===== config.mk =====
export PLATFORM = sky130hd
export DESIGN_NAME = delayed_setpoint_alarm_core
export DESIGN_NICKNAME = d
export VERILOG_FILES = /design/src/rtl/dsa_pkg.sv /design/src/rtl/dsa_cfg.sv /design/src/rtl/dsa_step.sv /design/src/rtl/delayed_setpoint_alarm_core.sv
export SDC_FILE = /design/constraint.sdc
export NUM_CORES = 1
export LEC_CHECK = 0
export BUFFER_PORTS_ARGS = -buffer_cell sky130_fd_sc_hd__buf_4
export CORE_ASPECT_RATIO = 2
export CORE_UTILIZATION = 62
export DETAILED_ROUTE_END_ITERATION = 10
export HOLD_SLACK_MARGIN = 0.1
export PLACE_DENSITY_LB_ADDON = 0.2
export SYNTH_ARGS = -nofsm -noshare
export SYNTH_HDL_FRONTEND = slang
export SYNTH_SLANG_ARGS = --single-unit
export TNS_END_PERCENT = 30

===== constraint.sdc =====
create_clock -name clk -period 5.3 [get_ports clk]
set_input_delay 0.53 -clock clk [delete_from_list [all_inputs] [get_ports clk]]
set_output_delay 0.53 -clock clk [all_outputs]
set_load 0.005 [all_outputs]

===== src/rtl/dsa_pkg.sv =====
`timescale 1ns / 1ps

package dsa_pkg;

    localparam int TICK_WIDTH = 32;
    localparam int TEMP_W     = 16;
    localparam int DELAY_W    = 32;
    localparam int CFG_DATA_W = 32;
    localparam int CFG_IDX_W  = 3;

    localparam logic [DELAY_W-1:0] ALERT_DELAY_RST   = 32'd1000;
    localparam logic [DELAY_W-1:0] CLEAR_DELAY_RST   = 32'd1000;
    localparam logic [DELAY_W-1:0] STARTUP_DELAY_RST = 32'd1000;
    localparam logic [DELAY_W-1:0] LED_PERIOD_RST    = 32'd100;

    typedef enum logic [CFG_IDX_W-1:0] {
        REG_SETPOINT      = 3'd0,
        REG_ALERT_DELAY   = 3'd1,
        REG_CLEAR_DELAY   = 3'd2,
        REG_STARTUP_DELAY = 3'd3,
        REG_LED_PERIOD    = 3'd4
    } cfg_reg_t;

    typedef enum logic [2:0] {
        PH_ABOVE      = 3'd0,
        PH_LOW        = 3'd1,
        PH_ACTIVATE   = 3'd2,
        PH_LOW_WAIT   = 3'd3,
        PH_DEACTIVATE = 3'd4
    } phase_t;

    typedef struct packed {
        logic [TEMP_W-1:0]  setpoint;
        logic [DELAY_W-1:0] alert_delay;
        logic [DELAY_W-1:0] clear_delay;
        logic [DELAY_W-1:0] led_period;
    } cfg_t;

    typedef struct packed {
        logic              temp_valid;
        logic [TEMP_W-1:0] temperature;
    } in_item_t;

    typedef struct packed {
        logic       relay_closed;
        logic       alert_led;
        logic [2:0] alarm_state;
    } out_item_t;

    // A zero period toggles every tick.
    function automatic logic [DELAY_W-1:0] blink_load(input logic [DELAY_W-1:0] period);
        blink_load = (period == '0) ? DELAY_W'(1) : period;
    endfunction

endpackage


===== src/rtl/dsa_cfg.sv =====
`timescale 1ns / 1ps

module dsa_cfg (
    input  logic                                clk,
    input  logic                                rst_n,
    input  logic                                wr_en,
    input  logic [dsa_pkg::CFG_IDX_W-1:0]       index,
    input  logic [dsa_pkg::CFG_DATA_W-1:0]      data,
    output dsa_pkg::cfg_t                       cfg
);

    dsa_pkg::cfg_t cfg_reg;
    dsa_pkg::cfg_t cfg_next;

    always_comb
    begin
        cfg_next = cfg_reg;
        if (wr_en)
        begin
            case (index)
                dsa_pkg::REG_SETPOINT:
                    cfg_next.setpoint = data[dsa_pkg::TEMP_W-1:0];
                dsa_pkg::REG_ALERT_DELAY:
                    cfg_next.alert_delay = data[dsa_pkg::DELAY_W-1:0];
                dsa_pkg::REG_CLEAR_DELAY:
                    cfg_next.clear_delay = data[dsa_pkg::DELAY_W-1:0];
                dsa_pkg::REG_LED_PERIOD:
                    cfg_next.led_period = data[dsa_pkg::DELAY_W-1:0];
                // Startup delay only matters at reset, which restores its
                // default, so a write to it, or to an unused index, is dropped.
                default:
                    cfg_next = cfg_reg;
            endcase
        end
    end

    always_ff @(posedge clk or negedge rst_n)
    begin
        if (!rst_n)
        begin
            cfg_reg.setpoint     <= '0;
            cfg_reg.alert_delay  <= dsa_pkg::ALERT_DELAY_RST;
            cfg_reg.clear_delay  <= dsa_pkg::CLEAR_DELAY_RST;
            cfg_reg.led_period   <= dsa_pkg::LED_PERIOD_RST;
        end
        else
        begin
            cfg_reg <= cfg_next;
        end
    end

    assign cfg = cfg_reg;

endmodule


===== src/rtl/dsa_step.sv =====
`timescale 1ns / 1ps

module dsa_step (
    input  logic                 clk,
    input  logic                 rst_n,
    input  logic                 advance,
    input  dsa_pkg::in_item_t    sample,
    input  dsa_pkg::cfg_t        cfg,
    output dsa_pkg::out_item_t   result
);

    dsa_pkg::phase_t                     phase_reg,       phase_next;
    logic [dsa_pkg::TEMP_W-1:0]          last_temp_reg,   last_temp_next;
    logic [dsa_pkg::TICK_WIDTH-1:0]      delay_reg,       delay_next;
    logic                                clear_timing_reg, clear_timing_next;
    logic                                relay_reg,       relay_next;
    logic                                led_reg,         led_next;
    logic                                blink_run_reg,   blink_run_next;
    logic [dsa_pkg::DELAY_W-1:0]         blink_reg,       blink_next;

    logic                                below;
    logic [dsa_pkg::DELAY_W-1:0]         blink_dec;
    logic [dsa_pkg::TICK_WIDTH-1:0]      delay_dec;

    always_comb
    begin
        last_temp_next    = sample.temp_valid ? sample.temperature : last_temp_reg;
        phase_next        = phase_reg;
        clear_timing_next = clear_timing_reg;
        relay_next        = relay_reg;
        led_next          = led_reg;
        blink_run_next    = blink_run_reg;
        blink_next        = blink_reg;

        // Blink timer: count down, toggle and reload on reaching zero.
        blink_dec = (blink_reg != '0) ? blink_reg - 1'b1 : blink_reg;
        if (blink_run_reg)
        begin
            blink_next = blink_dec;
            if (blink_dec == '0)
            begin
                led_next   = !led_reg;
                blink_next = dsa_pkg::blink_load(cfg.led_period);
            end
        end

        delay_dec  = (delay_reg != '0) ? delay_reg - 1'b1 : delay_reg;
        delay_next = delay_dec;

        below = last_temp_next < cfg.setpoint;

        case (phase_reg)
            dsa_pkg::PH_ABOVE:
            begin
                if (below)
                begin
                    phase_next = dsa_pkg::PH_LOW;
                    delay_next = dsa_pkg::TICK_WIDTH'(cfg.alert_delay);
                end
            end
            dsa_pkg::PH_LOW:
            begin
                if (!below)
                    phase_next = dsa_pkg::PH_DEACTIVATE;
                else if (delay_dec == '0)
                    phase_next = dsa_pkg::PH_ACTIVATE;
            end
            dsa_pkg::PH_ACTIVATE:
            begin
                relay_next        = 1'b0;
                blink_run_next    = 1'b1;
                blink_next        = dsa_pkg::blink_load(cfg.led_period);
                clear_timing_next = 1'b0;
                phase_next        = dsa_pkg::PH_LOW_WAIT;
            end
            dsa_pkg::PH_LOW_WAIT:
            begin
                if (below)
                    clear_timing_next = 1'b0;
                else if (!clear_timing_reg)
                begin
                    delay_next        = dsa_pkg::TICK_WIDTH'(cfg.clear_delay);
                    clear_timing_next = 1'b1;
                end
                else if (delay_dec == '0)
                    phase_next = dsa_pkg::PH_DEACTIVATE;
            end
            dsa_pkg::PH_DEACTIVATE:
            begin
                clear_timing_next = 1'b0;
                relay_next        = 1'b1;
                blink_run_next    = 1'b0;
                led_next          = 1'b0;
                phase_next        = dsa_pkg::PH_ABOVE;
            end
            default:
                phase_next = dsa_pkg::PH_ABOVE;
        endcase
    end

    always_ff @(posedge clk or negedge rst_n)
    begin
        if (!rst_n)
        begin
            phase_reg        <= dsa_pkg::PH_LOW;
            last_temp_reg    <= '0;
            delay_reg        <= dsa_pkg::TICK_WIDTH'(dsa_pkg::STARTUP_DELAY_RST);
            clear_timing_reg <= 1'b0;
            relay_reg        <= 1'b0;
            led_reg          <= 1'b0;
            blink_run_reg    <= 1'b0;
            blink_reg        <= '0;
        end
        else if (advance)
        begin
            phase_reg        <= phase_next;
            last_temp_reg    <= last_temp_next;
            delay_reg        <= delay_next;
            clear_timing_reg <= clear_timing_next;
            relay_reg        <= relay_next;
            led_reg          <= led_next;
            blink_run_reg    <= blink_run_next;
            blink_reg        <= blink_next;
        end
    end

    assign result.relay_closed = relay_next;
    assign result.alert_led    = led_next;
    assign result.alarm_state  = phase_next;

endmodule


===== src/rtl/delayed_setpoint_alarm_core.sv =====
`timescale 1ns / 1ps
// A sample is held in the sample register, then its result in the result register.
// Throughput: one sample per cycle while the result side accepts; the alarm state
// update for a sample is combinational between the sample and result registers.
// Reset (rst_n low, asynchronous): both stages empty, phase low, startup delay
// of 1000 ticks loaded, relay open, LED off, registers at their defaults.

module delayed_setpoint_alarm_core (
    input  logic                                 clk,
    input  logic                                 rst_n,
    input  logic                                 sample_valid,
    output logic                                 sample_ready,
    input  dsa_pkg::in_item_t                    sample,
    output logic                                 result_valid,
    input  logic                                 result_ready,
    output dsa_pkg::out_item_t                   result,
    input  logic                                 cfg_valid,
    output logic                                 cfg_ready,
    input  logic [dsa_pkg::CFG_IDX_W-1:0]        cfg_index,
    input  logic [dsa_pkg::CFG_DATA_W-1:0]       cfg_data
);

    dsa_pkg::cfg_t      cfg;
    dsa_pkg::in_item_t  s_data_reg;
    dsa_pkg::out_item_t r_data_reg;
    dsa_pkg::out_item_t step_result;
    logic               s_valid_reg, s_valid_next;
    logic               r_valid_reg, r_valid_next;
    logic               advance;
    logic               take;

    assign cfg_ready = 1'b1;

    dsa_cfg u_cfg (
        .clk   (clk),
        .rst_n (rst_n),
        .wr_en (cfg_valid && cfg_ready),
        .index (cfg_index),
        .data  (cfg_data),
        .cfg   (cfg)
    );

    dsa_step u_step (
        .clk     (clk),
        .rst_n   (rst_n),
        .advance (advance),
        .sample  (s_data_reg),
        .cfg     (cfg),
        .result  (step_result)
    );

    // Advance the held sample whenever the result register is free or draining.
    assign advance      = s_valid_reg && (!r_valid_reg || result_ready);
    assign sample_ready = !s_valid_reg || advance;
    assign take         = sample_valid && sample_ready;

    always_comb
    begin
        s_valid_next = take || (s_valid_reg && !advance);
        r_valid_next = advance || (r_valid_reg && !result_ready);
    end

    always_ff @(posedge clk or negedge rst_n)
    begin
        if (!rst_n)
        begin
            s_valid_reg <= 1'b0;
            r_valid_reg <= 1'b0;
        end
        else
        begin
            s_valid_reg <= s_valid_next;
            r_valid_reg <= r_valid_next;
        end
    end

    always_ff @(posedge clk)
    begin
        if (take)
            s_data_reg <= sample;
        if (advance)
            r_data_reg <= step_result;
    end

    assign result_valid = r_valid_reg;
    assign result       = r_data_reg;

endmodule


==> results.cfg <==
[outcome]
outcome = completed

[logic_synthesis]
syn_area_mm2 = 0.0118
synth_area_leaders = dfrtp_1 (38%), mux2_2 (12%), edfxtp_1 (5.6%)
synth_seq_cells = 223
syn_nets = 1217
yosys_warnings = 0
yosysSeqAreaShare = 0.483
synth_edf_count = 22
yosysTopAreaCellShare = 0.378
synthCells = 1141
synth_top_area_cell = dfrtp_1
ys.flop_type = dfrtp_1
async_flop_share = 0.901
synth_cell_types = 80
syn_area_per_cell_um2 = 10.4

[detailed_routing]
drt-initial-drc-count = 635
dr.pass1.iters = 6
drt-total-wl_mm = 34.3
drc = 0
post_drt_wl_per_cell_um = 23.7
vias_per_cell = 6.68
num_vias = 9677
ant_nets = 0

[setup_path]
worstSetupPathType = reg2reg
rrSetupSlack_ps = 870
critical-path-max-stage-delay_ps = 770
crit_chain = buf_4, mux2_2, ha_1, o21ai_0, a32oi_1, a21oi_1, o21ai_0, a221oi_1, buf_4, nor2_2, nor2_1, a31oi_1, o21ai_0
cpMostUsedCell = o21ai_0
worstPathArrival_ps = 4840
crit_family = compound AO/OA/AOI/OAI gates
start_kind = flip-flop
cp.required_ps = 5710
cp_max_fo = 16
slowest_stage = nor2_1
path_buf_inv = 2
cp-end-kind = flip-flop

[timing]
max_freq_mhz = 226
relSlewSlack = 0.351
period_share = 0.836
hold_violations = 0
whs_ps = 161
setup_viol = 0
skew_ps = 11.6
tightest_slew_ps = 970
maxSlewViolCount = 0
grt_setup_unrepaired = no
final.min_clock_period_ps = 4430
setup_tns_ps = 0

[global_route]
grt_max_degree = 118
grt_pass1_wl_mm = 53.4
busiest_layer = met2
grt_usage = 0.360
grt_remaining_overflow = 0
grt_antenna_before_repair = 1
grt_pass1_vias = 10021
gr-usage-met3 = 0.0432
grt_use_met1 = 0.355
use_met2 = 0.669

[die]
initial_core_util = 0.632
dieArea_mm2 = 0.0197
core_mm2 = 0.0187
fp.dieW_um = 99.7
ios = 65
placementRows = 71
die_h_um = 197

[clock_network]
insertion_delay_ps = 490
post_cts_buffers = 0
path_clk_slew_ps = 70
cts_sinks = 223
numCtsBuffers = 19
cts_tree = built
clockRootBuffer = clkbuf_16
ctsHoldBuffers = 0
cts_max_path_buffers = 3
postCtsResizedCells = 0
h-tree-depth = 1

[placed_design]
dp_hpwl_mm = 25.2
io_buffers = 63
dpl.cell_count = 1414
gp_congestion = 1.00

[cells_and_area]
largest_reg_flops = 112
syn2layout_area_growth_pct = 11.3
nets = 1256
final_cells = 1448
final_util = 0.703
drive_gt1_frac = 0.249

[power_and_ir_drop]
irDropWorstVdd_mv = 0.412
leakagePower_uw = 0.00526
power_density_mw_per_mm2 = 460

[min_path]
min_path_type = in2async

[flow_run]
maxCapViolations = 0
power breakdown:
part | internal, µW | switching (µW)
sequential | 2230 | 602
clock | 762 | 609
combinational | 820 | 1040
logic make-up after synthesis:
group | after synthesis | synth area share
other | 1 | 0.000317
DFF | 223 | 0.483
and+or+nand+nor | 372 | 0.167
muxes | 133 | 0.126
adders and majority gates | 19 | 0.0201
AOI/OAI and AO/OA | 261 | 0.149
buffers and inverters | 113 | 0.0410
xor gates and xnor gates | 19 | 0.0141
area by class of cell:
type	instances	area [µm²]
clock inverters	2	12.5
well taps	255	319
inverters	37	139
fillers	1457	5560
multi-input cells	805	5680
diodes	1	2.50
repair buffers	94	724
clock buffers	31	591
flip-flops and latches	223	5720
routing by layer:
metal	part of all wire	up-vias
met3	0.040	175
met4	0.086	0
li1	-	4351
met5	0	-
met1	0.33	4787
met2	0.54	364
cells in the mapped netlist, types with 5 or more instances:
cell type,instances
a211oi_1,5
a21o_1,9
a21oi_1,38
a221o_1,18
a221oi_1,27
a22o_1,5
a31oi_1,8
and3_1,7
buf_6,7
clkbuf_1,61
dfrtp_1,179
dfstp_2,22
edfxtp_1,22
ha_1,19
inv_1,37
mux2_2,129
nand2_1,85
nand2b_1,13
nand3_1,17
nand3b_1,5
nand4_1,21
nor2_1,66
nor3_1,53
nor3b_1,6
nor4_1,41
o211ai_1,6
o21ai_0,85
o21ai_1,6
o22ai_1,8
or3_1,16
or4_1,12
xnor2_1,10
xor2_1,9
cell usage in the layout, fill, tap and decap left out, drive strengths merged, types with 6 or more instances in the layout:
| master | count |
|---|---|
| inv | 37 |
| clkbuf | 32 |
| o211ai | 6 |
| xnor2 | 10 |
| nor2 | 66 |
| dfrtp | 179 |
| nand4 | 21 |
| nor3b | 6 |
| a211oi | 6 |
| ha | 19 |
| nor3 | 54 |
| o21ai | 91 |
| a21o | 9 |
| or3 | 16 |
| a21oi | 39 |
| a31oi | 8 |
| or4 | 16 |
| dfstp | 22 |
| o22ai | 8 |
| nand2b | 13 |
| xor2 | 9 |
| nand3 | 17 |
| edfxtp | 22 |
| mux2 | 129 |
| nand2 | 87 |
| nor4 | 42 |
| and3 | 7 |
| buf | 93 |
| a221o | 18 |
| a221oi | 27 |
final timing paths:
check / cells after the start / to / startpoint
worst min-delay path: 1 / u_step.blink_reg[5]$_DFFE_PN0P_ / rst_n
worst max register to register: 13 / u_step.delay_reg[21]$_DFFE_PN0P_ / s_data_reg[16]$_DFFE_PP_
worst max-delay path: 13 / u_step.delay_reg[21]$_DFFE_PN0P_ / s_data_reg[16]$_DFFE_PP_
min in group clk: 1 / s_data_reg[6]$_DFFE_PP_ / sample[6]
max in group asynchronous: 2 / u_step.delay_reg[8]$_DFFE_PN1P_ / rst_n
worst min register to register: 1 / u_step.last_temp_reg[3]$_DFFE_PN0P_ / u_step.last_temp_reg[3]$_DFFE_PN0P_
stage by stage:
stage | worst slack, ps | total power [µW] | area, µm²
final | 868 | 6060 | 13200
after CTS | 945 | 6010 | 13200
after detailed placement | 973 | 4650 | 12600
after global placement | 974 | 4590 | 12600
after floorplan | 1280 | 3980 | 11800
after global routing | 655 | 6360 | 13200
Note: power is estimated with default switching activity, not from simulation.
